<file path="config.mk">
export PLATFORM = sky130hd
export DESIGN_NAME = bitmap_block_allocator
export DESIGN_NICKNAME = d
export VERILOG_FILES = /design/src/rtl/bba_pkg.sv /design/src/rtl/bitmap_block_allocator.sv /design/src/rtl/bba_map_mem.sv /design/src/rtl/bba_word_logic.sv
export SDC_FILE = /design/constraint.sdc
export NUM_CORES = 2
export LEC_CHECK = 0
export BUFFER_PORTS_ARGS = -buffer_cell sky130_fd_sc_hd__buf_2
export CORE_MARGIN = 2
export CORE_UTILIZATION = 30
export DETAILED_ROUTE_END_ITERATION = 8
export GPL_ROUTABILITY_DRIVEN = 0
export PLACE_DENSITY = 0.55
export SKIP_CTS_REPAIR_TIMING = 1
export SYNTH_ARGS = -nofsm -noshare
export SYNTH_HDL_FRONTEND = slang
export SYNTH_SLANG_ARGS = --single-unit
</file>
<file path="constraint.sdc">
create_clock -name clk -period 10.93 [get_ports clk]
set_clock_uncertainty 0.1 [all_clocks]
set_input_delay 2.186 -clock clk [delete_from_list [all_inputs] [get_ports clk]]
set_output_delay 2.186 -clock clk [all_outputs]
set_load 0.01 [all_outputs]
</file>
<file path="src/rtl/bba_pkg.sv">
// Package with the constants, codes and types of the bitmap block allocator.
`default_nettype none
package bba_pkg;

  localparam int NUM_BLOCKS = 1024;
  localparam int ADDR_SPAN  = 1024;
  localparam int MAP_BLOCKS = (NUM_BLOCKS < ADDR_SPAN) ? NUM_BLOCKS : ADDR_SPAN;
  localparam int WORD_BITS  = 32;
  localparam int BIT_W      = 5;
  localparam int NUM_WORDS  = (MAP_BLOCKS + WORD_BITS - 1) / WORD_BITS;
  localparam int WORD_AW    = (NUM_WORDS > 1) ? $clog2(NUM_WORDS) : 1;
  localparam int BLK_W      = 10;
  localparam int CNT_W      = 11;
  localparam int OP_W       = 2;
  localparam int ST_W       = 2;
  localparam int LANE_BITS  = 8;

  localparam logic [CNT_W-1:0]   MAP_LIMIT = CNT_W'(MAP_BLOCKS);
  localparam logic [CNT_W-1:0]   CFG_RESET = CNT_W'(1024);
  localparam logic [WORD_AW-1:0] LAST_WORD = WORD_AW'(NUM_WORDS - 1);

  localparam logic [OP_W-1:0] OP_ALLOC = 2'd0;
  localparam logic [OP_W-1:0] OP_FREE  = 2'd1;
  localparam logic [OP_W-1:0] OP_LOAD  = 2'd2;
  localparam logic [OP_W-1:0] OP_NOP   = 2'd3;

  localparam logic [ST_W-1:0] ST_OK    = 2'd0;
  localparam logic [ST_W-1:0] ST_FULL  = 2'd1;
  localparam logic [ST_W-1:0] ST_RANGE = 2'd2;

  typedef struct packed {
    logic [OP_W-1:0]      op;
    logic [BIT_W-1:0]     bit_idx;
    logic [1:0]           lane;
    logic [LANE_BITS-1:0] byte_bits;
    logic [LANE_BITS-1:0] lane_mask;
  } upd_req_t;

  typedef struct packed {
    logic [WORD_BITS-1:0] word;
    logic                 found;
    logic [BIT_W-1:0]     first;
    logic [3:0]           add;
    logic [3:0]           sub;
  } upd_res_t;

endpackage
`default_nettype wire

</file>
<file path="src/rtl/bitmap_block_allocator.sv">
// Top level of the first-fit free-block bitmap allocator.
// The bitmap lives in a memory of 32-bit words with registered reads. A free
// or a load reads, modifies and writes back one word; an allocate reads words
// from word zero, one word per cycle, and writes back the first word with a
// free bit; one item is taken at a time. Free and load pass through the access
// and pending states, an allocate through the scan and pending states, and an
// allocate with a zero free count, a free or load out of range, or a nop goes
// straight to the pending state. From there the result enters the output
// register as the block returns to idle; a stalled output keeps it pending.
// Writing blocks_in_use clears the whole bitmap and the free count; reset
// does the same and sets blocks_in_use to 1024.
`default_nettype none
module bitmap_block_allocator
  import bba_pkg::*;
(
  input  wire logic             clk,
  input  wire logic             rst,
  input  wire logic             cfg_write,
  input  wire logic [CNT_W-1:0] cfg_data,
  input  wire logic             in_valid,
  output logic                  in_ready,
  input  wire logic [OP_W-1:0]  opcode,
  input  wire logic [BLK_W-1:0] block_number,
  input  wire logic [7:0]       byte_bits,
  output logic                  out_valid,
  input  wire logic             out_ready,
  output logic      [BLK_W-1:0] allocated_block,
  output logic      [CNT_W-1:0] free_count,
  output logic      [ST_W-1:0]  status
);

  typedef enum logic [3:0] {
    S_IDLE   = 4'b0001,
    S_ACCESS = 4'b0010,
    S_SCAN   = 4'b0100,
    S_PEND   = 4'b1000
  } state_t;

  state_t               state;
  logic [CNT_W-1:0]     blocks_in_use;
  logic [CNT_W-1:0]     free_total;
  logic [CNT_W-1:0]     limit;
  upd_req_t             req;
  upd_res_t             res;
  logic [WORD_AW-1:0]   word_idx;
  logic [BLK_W-1:0]     pend_block;
  logic [ST_W-1:0]      pend_status;
  logic                 rd_en;
  logic [WORD_AW-1:0]   rd_addr;
  logic [WORD_BITS-1:0] rd_data;
  logic                 wr_en;
  logic [LANE_BITS-1:0] lane_mask;
  logic [CNT_W-1:0]     load_base;
  logic                 accept;
  logic                 commit;

  assign limit     = (blocks_in_use > MAP_LIMIT) ? MAP_LIMIT : blocks_in_use;
  assign load_base = {1'b0, block_number[BLK_W-1:3], 3'd0};
  assign in_ready  = (state == S_IDLE);
  assign accept    = in_valid && in_ready;
  assign commit    = (state == S_PEND) && (!out_valid || out_ready);

  always_comb begin
    for (int i = 0; i < LANE_BITS; i++) begin
      lane_mask[i] = (load_base + CNT_W'(i)) < limit;
    end
  end

  always_comb begin
    rd_en   = 1'b0;
    rd_addr = block_number[BIT_W +: WORD_AW];
    if (accept) begin
      unique case (opcode)
        OP_ALLOC: begin
          rd_en   = (free_total != '0);
          rd_addr = '0;
        end
        OP_FREE:  rd_en = ({1'b0, block_number} < limit);
        OP_LOAD:  rd_en = (load_base < limit);
        default:  rd_en = 1'b0;
      endcase
    end else if ((state == S_SCAN) && !res.found && (word_idx != LAST_WORD)) begin
      rd_en   = 1'b1;
      rd_addr = word_idx + WORD_AW'(1);
    end
  end

  assign wr_en = (state == S_ACCESS) || ((state == S_SCAN) && res.found);

  bba_map_mem u_mem (
    .clk     (clk),
    .rst     (rst),
    .clear   (cfg_write),
    .rd_en   (rd_en),
    .rd_addr (rd_addr),
    .rd_data (rd_data),
    .wr_en   (wr_en),
    .wr_addr (word_idx),
    .wr_data (res.word)
  );

  bba_word_logic u_logic (
    .word_in (rd_data),
    .req     (req),
    .res     (res)
  );

  always_ff @(posedge clk) begin
    if (accept) begin
      req.op        <= opcode;
      req.bit_idx   <= block_number[BIT_W-1:0];
      req.lane      <= block_number[4:3];
      req.byte_bits <= byte_bits;
      req.lane_mask <= lane_mask;
    end
    if (rd_en) begin
      word_idx <= rd_addr;
    end
    if (commit) begin
      allocated_block <= pend_block;
      free_count      <= free_total;
      status          <= pend_status;
    end
  end

  always_ff @(posedge clk) begin
    if (rst) begin
      state         <= S_IDLE;
      blocks_in_use <= CFG_RESET;
      free_total    <= '0;
      out_valid     <= 1'b0;
      pend_block    <= '0;
      pend_status   <= ST_OK;
    end else begin
      if (cfg_write) begin
        blocks_in_use <= cfg_data;
        free_total    <= '0;
      end else if (wr_en) begin
        free_total <= free_total + CNT_W'(res.add) - CNT_W'(res.sub);
      end
      if (commit) begin
        out_valid <= 1'b1;
      end else if (out_ready) begin
        out_valid <= 1'b0;
      end
      unique case (state)
        S_IDLE: begin
          if (accept) begin
            pend_block  <= '0;
            pend_status <= ST_OK;
            if (rd_en) begin
              state <= (opcode == OP_ALLOC) ? S_SCAN : S_ACCESS;
            end else begin
              state <= S_PEND;
              if (opcode == OP_ALLOC) begin
                pend_status <= ST_FULL;
              end else if (opcode != OP_NOP) begin
                pend_status <= ST_RANGE;
              end
            end
          end
        end
        S_ACCESS: begin
          state <= S_PEND;
        end
        S_SCAN: begin
          if (res.found) begin
            pend_block <= BLK_W'({word_idx, res.first});
            state      <= S_PEND;
          end else if (word_idx == LAST_WORD) begin
            pend_status <= ST_FULL;
            state       <= S_PEND;
          end
        end
        S_PEND: begin
          if (commit) begin
            state <= S_IDLE;
          end
        end
        default: state <= S_IDLE;
      endcase
    end
  end

endmodule
`default_nettype wire

</file>
<file path="src/rtl/bba_map_mem.sv">
// Bitmap word memory with one valid bit per word so that a clear only resets the valid bits.
`default_nettype none
module bba_map_mem
  import bba_pkg::*;
(
  input  wire logic                 clk,
  input  wire logic                 rst,
  input  wire logic                 clear,
  input  wire logic                 rd_en,
  input  wire logic [WORD_AW-1:0]   rd_addr,
  output logic      [WORD_BITS-1:0] rd_data,
  input  wire logic                 wr_en,
  input  wire logic [WORD_AW-1:0]   wr_addr,
  input  wire logic [WORD_BITS-1:0] wr_data
);

  logic [WORD_BITS-1:0] mem [NUM_WORDS];
  logic [NUM_WORDS-1:0] row_valid;
  logic [WORD_BITS-1:0] rd_q;
  logic                 rd_valid;

  always_ff @(posedge clk) begin
    if (wr_en) begin
      mem[wr_addr] <= wr_data;
    end
    if (rd_en) begin
      rd_q <= mem[rd_addr];
    end
  end

  always_ff @(posedge clk) begin
    if (rst || clear) begin
      row_valid <= '0;
      rd_valid  <= 1'b0;
    end else begin
      if (wr_en) begin
        row_valid[wr_addr] <= 1'b1;
      end
      if (rd_en) begin
        rd_valid <= row_valid[rd_addr];
      end
    end
  end

  assign rd_data = rd_valid ? rd_q : '0;

endmodule
`default_nettype wire

</file>
<file path="src/rtl/bba_word_logic.sv">
// Word modify logic: first free bit search, free, byte load and free count change.
`default_nettype none
module bba_word_logic
  import bba_pkg::*;
(
  input  wire logic [WORD_BITS-1:0] word_in,
  input  wire upd_req_t             req,
  output upd_res_t                  res
);

  always_comb begin
    logic [BIT_W-1:0] pos;
    pos       = '0;
    res       = '0;
    res.word  = word_in;
    res.found = |word_in;
    for (int i = WORD_BITS - 1; i >= 0; i--) begin
      if (word_in[i]) begin
        res.first = BIT_W'(i);
      end
    end
    unique case (req.op)
      OP_ALLOC: begin
        if (res.found) begin
          res.word[res.first] = 1'b0;
          res.sub             = 4'd1;
        end
      end
      OP_FREE: begin
        res.word[req.bit_idx] = 1'b1;
        res.add               = {3'd0, ~word_in[req.bit_idx]};
      end
      OP_LOAD: begin
        for (int i = 0; i < LANE_BITS; i++) begin
          pos = {req.lane, 3'(i)};
          if (req.lane_mask[i]) begin
            res.word[pos] = req.byte_bits[i];
            res.sub       = res.sub + {3'd0, word_in[pos]};
            res.add       = res.add + {3'd0, req.byte_bits[i]};
          end
        end
      end
      default: begin
        res.word = word_in;
      end
    endcase
  end

endmodule
`default_nettype wire
</file>
==> Word level (Yosys, flattened, before mapping) <==
Memory sizes are Yosys's and may differ from the RTL's. A register that Yosys moved wholly into a read port is not among the register bits.
Cells that the tools add are included.
{ "totals": {"ramBits": 1024, "output_inout_bits": 25, "latch_bits": 0, "mem_bits_ro": 0, "ff_bits": 125, "mem_count": 1} }
{ "classes": {"multipliers": 0, "n_bitwise": 5, "shifts": 0, "div": 0, "reduce_logical": 31, "order_cmp": 33, "muxes": 146, "n_addsub": 24, "eq_ne": 17} }
{ "mem_list": {"columns": ["memory", "depth", "word_bits", "rd", "rd_ports_with_merged_regs", "write_ports", "line", "text"], "rows": [
  ["u_mem.mem", 32, 32, 1, 1, 1, "bba_map_mem.sv:17", "logic [WORD_BITS-1:0] mem [NUM_WORDS];"]
]} }
{ "ops": {"columns": ["cell", "count"], "rows": [
  ["$mux 32", 17],
  ["$bwmux 32", 8],
  ["$mux 5", 36],
  ["$mux 8", 14],
  ["$pmux 32 s3", 1],
  ["$lt 11x11->1", 7],
  ["$lt 5x6->1 const B", 12],
  ["$or 32x32->32", 2],
  ["$add 4x1->4", 14],
  ["$ge 5x1->1 const B", 11],
  ["$add 10x3->11 const B", 4],
  ["$and 32x32->32", 1],
  ["$not 32->32", 1],
  ["$reduce_or 32->1", 1],
  ["$mux 1", 28],
  ["$add 10x2->11 const B", 2],
  ["$lt 10x11->1", 2],
  ["$mux 10", 2],
  ["$mux 4", 5],
  ["$pmux 10 s2", 1],
  ["$bmux 1 s2", 8],
  ["$demux 1 s2", 8],
  ["$logic_and 1x1->1", 16],
  ["$pmux 4 s2", 2],
  ["33 further kinds", 53]
]} }

==> Logic depth before layout (Yosys ltp) <==
{ "logic_depth": {"word_depth": 41, "ltp_mapped": 40} }

==> Modules after synthesis <==
A second synthesis with hierarchy kept.
{ "hier_totals": {"cells_unflattened": 2687, "hier_area_um2": 49638.9} }
{ "by_module_without_submodules": {"columns": ["mod", "cells_each", "area_per_inst_um2", "instances"], "rows": [
  ["bba_map_mem", 1677, 41303.4, 1],
  ["bitmap_block_allocator", 393, 4264.1, 1],
  ["bba_word_logic", 617, 4071.4, 1]
]} }

==> Worst setup path after synthesis <==
No wires, ideal clock.
{ "synth_path": {"kind": "reg2reg", "start": "register u_mem.rd_valid", "end": "register free_total[10]", "synth_period_minus_slack_ns": 8.560, "t_arrival_ns": 8.344, "stages_incl_launch_ff": 40, "setup_ns": 0.116, "path_slack_ns": 2.370, "path_cell_list": "dfxtp_1 -> clkbuf_1 -> clkbuf_1 -> buf_1 -> buf_1 -> nand2_1 -> mux4_2 -> inv_1 -> ha_1 -> mux2_2 -> ha_1 -> mux2_2 -> ha_1 -> ha_1 -> mux2_2 -> ha_1 -> mux2_2 -> ha_1 -> (+4 left out) -> inv_1 -> ha_1 -> nand2_1 -> xnor2_1 -> nor2_1 -> fa_1 -> inv_1 -> ha_1 -> nor2b_1 -> o21a_1 -> o21ai_0 -> a21oi_1 -> o21ai_0 -> a21oi_1 -> o41ai_1 -> xnor2_1 -> a21oi_1 -> a31o_2"} }
{ "synth_between": {"elab_chain_cells": 27, "elab_cells_between_ends": 50} }
{ "synth_rtl": {"columns": ["element", "line", "text"], "rows": [
  ["from (decl)", "bba_map_mem.sv:20", "logic rd_valid;"],
  ["from (signal assigned)", "bba_map_mem.sv:40", "rd_valid <= row_valid[rd_addr];"],
  ["$mux 32 *", "bba_map_mem.sv:45", "assign rd_data = rd_valid ? rd_q : '0;"],
  ["$bmux 1 s2", "bba_word_logic.sv:38", "res.sub = res.sub + {3'd0, word_in[pos]};"],
  ["$mux 1 (not written as such)", "bba_word_logic.sv:38", null],
  ["$mux 5", "bba_word_logic.sv:36", "if (req.lane_mask[i]) begin"],
  ["$mux 8", "bba_word_logic.sv:22", "unique case (req.op)"],
  ["$add 4x1->4", "bba_word_logic.sv:38", null],
  ["$mux 8", "bba_word_logic.sv:36", null],
  ["$mux 8", "bba_word_logic.sv:22", null],
  ["(+11 left out)", null, null],
  ["$mux 8", "bba_word_logic.sv:22", null],
  ["$add 4x1->4", "bba_word_logic.sv:38", null],
  ["$mux 8", "bba_word_logic.sv:36", null],
  ["$mux 8", "bba_word_logic.sv:22", null],
  ["$add 4x1->4", "bba_word_logic.sv:38", null],
  ["$mux 8", "bba_word_logic.sv:36", null],
  ["$pmux 4 s2", "bba_word_logic.sv:22", null],
  ["$sub 11x4->11", "bitmap_block_allocator.sv:139", "free_total <= free_total + CNT_W'(res.add) - CNT_W'(res.sub);"],
  ["to (signal assigned)", "bitmap_block_allocator.sv:139", null],
  ["to (decl)", "bitmap_block_allocator.sv:41", "logic [CNT_W-1:0] free_total;"]
]} }
Mark *: on every way between the ends. The rest lies on a longest branch, timed or not. The select of a mux whose other input is x is not followed.
A chain may end at the register's enable or synchronous reset.

==> Worst setup path in the final report <==
Ends and elaborated chain as after synthesis.

==> results.sh <==
export IMPL_ys_flop_type="edfxtp_1"
export IMPL_slew_violations=0
export IMPL_synth_fa_ha_area_share_pct=1.73
export IMPL_grt_pass1_wl_mm=196
export IMPL_synth_top_family_by_area="multiplexers"
export IMPL_start_util_pct=30.1
export IMPL_synth_area_leaders="edfxtp_1 66%, mux2i_1 11%, mux4_2 6.3%"
export IMPL_drtIter0Drc=2882
export IMPL_multi_input_area_sq_um=15200
export IMPL_grt_max_degree=128
export IMPL_area_delta_synth_final_pct=15.1
export IMPL_crit_path_frequent_cell="ha_1"
export IMPL_dieWidth_microns=413
export IMPL_p_leak_nw=18.7
export IMPL_vdd_drop_max_mv=0.141
export IMPL_synth_seq_cells=1179
export IMPL_drv_cap=0
export IMPL_synth_xor_area_share_pct=0.489
export IMPL_clock_fmax_ghz=0.112
export IMPL_numCtsBuffers=121
export IMPL_route_vias_total=28000
export IMPL_synthArstFlopShare_pct=0
export IMPL_slew_headroom_pct=12.8
export IMPL_avgViaCountPerCell=5.14
export IMPL_dp_cells=5223
export IMPL_layout_drive_gt1_share_pct=17.0
export IMPL_setup_tns_ns=0
export IMPL_ant_nets=0
export IMPL_rsz0062_at_grt="false"
export IMPL_place_hpwl_mm=74.9
export IMPL_dieArea_sq_um=171000
export IMPL_hold_viol=0
export IMPL_tightestPinTransition_ns=1.31
export IMPL_cts_max_level=3
export IMPL_synth_mux_area_share_pct=17.5
export IMPL_final_common_cell="edfxtp_1"
export IMPL_wl_mm=137
export IMPL_yosysTopAreaCellShare_pct=66.3
export IMPL_tritoncts="built"
export IMPL_nets=3245
export IMPL_powerDensity_nw_per_um2=168
export IMPL_fp_coreArea_sq_um=167000
export IMPL_io_pins=61
export IMPL_synth_nets=3159
export IMPL_portBuffers=60
export IMPL_antenna_found_initial=0
export IMPL_period_needed_ns=8.94
export IMPL_crit_fanout=34
export IMPL_most_common_layout_cells="1107 x edfxtp_1, 539 x mux2i_1, 166 x nor2_1, 141 x mux4_2, 125 x nand2_1"
export IMPL_min_path_type="flip-flop to flip-flop"
export IMPL_ys_seq_area_share_pct=69.1
export IMPL_crit_path_end_kind="flip-flop"
export IMPL_path_clk_slew_ns=0.06
export IMPL_final_period_utilization_pct=81.8
export IMPL_first_pass_iters=6
export IMPL_final_cells=5448
export IMPL_cp_slowest_stage_delay_ns=0.74
export IMPL_grt_overflow_total=0
export IMPL_die_y_microns=413
export IMPL_diodes=0
export IMPL_rows=150
export IMPL_synth_compound_area_share_pct=5.10
export IMPL_regArea_sq_um=34700
export IMPL_cts_sinks=1179
export IMPL_start_kind="flip-flop"
export IMPL_critPathSlowestCell="dfxtp_2"
export IMPL_yosys_warnings=0
export IMPL_insertion_delay_ns=0.75
export IMPL_fill_cells=15800
export IMPL_drc=0
export IMPL_cts_root_buffer="clkbuf_16"
export IMPL_clock_path_buffers=3
export IMPL_synth_top_cell_by_area="edfxtp_1"
export IMPL_track_usage_pct=15.8
export IMPL_netlist_area_sq_um=50200
export IMPL_synth_edf_count=1107
export IMPL_setup_viol=0
export IMPL_synth_distinct_cells=71
export IMPL_synth_simple_area_share_pct=4.15
export IMPL_fin_util_pct=34.6
export IMPL_synth_cells=3056
export IMPL_cp_required_ns=11.44
export IMPL_worst_setup_path_type="flip-flop to flip-flop"
export IMPL_status="complete, no violations"
export IMPL_arrival_ns=9.44
export IMPL_post_drt_wl_per_cell_microns=25.2
export IMPL_grt_pass1_vias=27000
export IMPL_syn_avg_cell_area_sq_um=16.4
==> cells by family after synthesis <==
group           count (synthesis)
compound gates                381
xor+xnor                       28
fa+ha+maj                      67
buf+inv                       231
flops                        1179
mux                           700
simple gates                  470
==> layout make-up <==
| type | instances | share of cell area (%) |
|---|---|---|
| flip-flops and latches | 1179 | 60.1 |
| multi-input cells | 1646 | 26.3 |
| clock buffers | 155 | 5.59 |
| well taps | 2204 | 4.78 |
| repair buffers | 141 | 1.70 |
| clock inverters | 70 | 1.18 |
| inverters | 53 | 0.353 |
==> synth_stat cells, drive strengths merged, types with 36 or more instances <==
| master | instances |
|---|---|
| nor2 | 200 |
| buf | 79 |
| mux2i | 540 |
| nand2 | 125 |
| edfxtp | 1107 |
| a31oi | 41 |
| a221oi | 36 |
| dfxtp | 72 |
| a21oi | 92 |
| mux4 | 141 |
| inv | 51 |
| nand3 | 39 |
| ha | 63 |
| clkbuf | 99 |
| o21ai | 70 |
==> sequential cells by signal, summed over array words and instances (netlist names), 2 cells and up <==
signal,flops
blocks_in_use,11
status,2
state,4
pend_block,10
allocated_block,10
pend_status,2
free_count,11
req,23
u_mem.mem,1024
u_mem.rd_q,32
u_mem.row_valid,32
free_total,11
word_idx,5
==> report_power, final <==
part | internal [mW] | total (mW) | switching [mW]
logic | 0.266 | 0.684 | 0.418
registers | 4.94 | 4.98 | 0.0420
clock network | 2.30 | 4.04 | 1.75
==> per-stage QoR <==
stage | instance area, sq um | power [mW] | hold slack [ns] | setup slack [ns]
6_report | 57700 | 9.71 | 0.335 | 1.99
5_1_grt | 57700 | 10.0 | 0.347 | 1.43
4_1_cts | 57700 | 9.79 | 0.336 | 2.04
3_5_place_dp | 53800 | 5.76 | 0.318 | 2.08
3_3_place_gp | 53800 | 5.76 | 0.314 | 2.15
2_1_floorplan | 50200 | 5.54 | 0.308 | 2.37
==> routing by layer <==
| metal | vias up | track usage [%] | routed length (microns) |
|---|---|---|---|
| met5 | - | 0 | 0 |
| met4 | 0 | 5.57 | 4500 |
| met3 | 223 | 2.33 | 7910 |
| met2 | 936 | 25.1 | 63900 |
| met1 | 14600 | 22.0 | 61100 |
| li1 | 12200 | - | - |
==> critical path: cells and delay by family, from the launching register on <==
family	cells	cell delay, ns
adders and majority gates	10	2.86
muxes	6	1.90
AOI/OAI and AO/OA	9	1.71
DFF	1	0.74
buffers and inverters	5	0.65
and+or+nand+nor	4	0.52
xor gates and xnor gates	2	0.33
==> worst paths after layout <==
kind	from	endpoint	slack [ns]	cells after the start
setup reg to reg	u_mem.rd_valid	free_total[10]	1.99	36
hold reg to reg	pend_block[8]	allocated_block[8]	0.33	0
hold / removal	pend_block[8]	allocated_block[8]	0.33	0
setup / recovery	u_mem.rd_valid	free_total[10]	1.99	36
(Power assumes the default switching activity.)
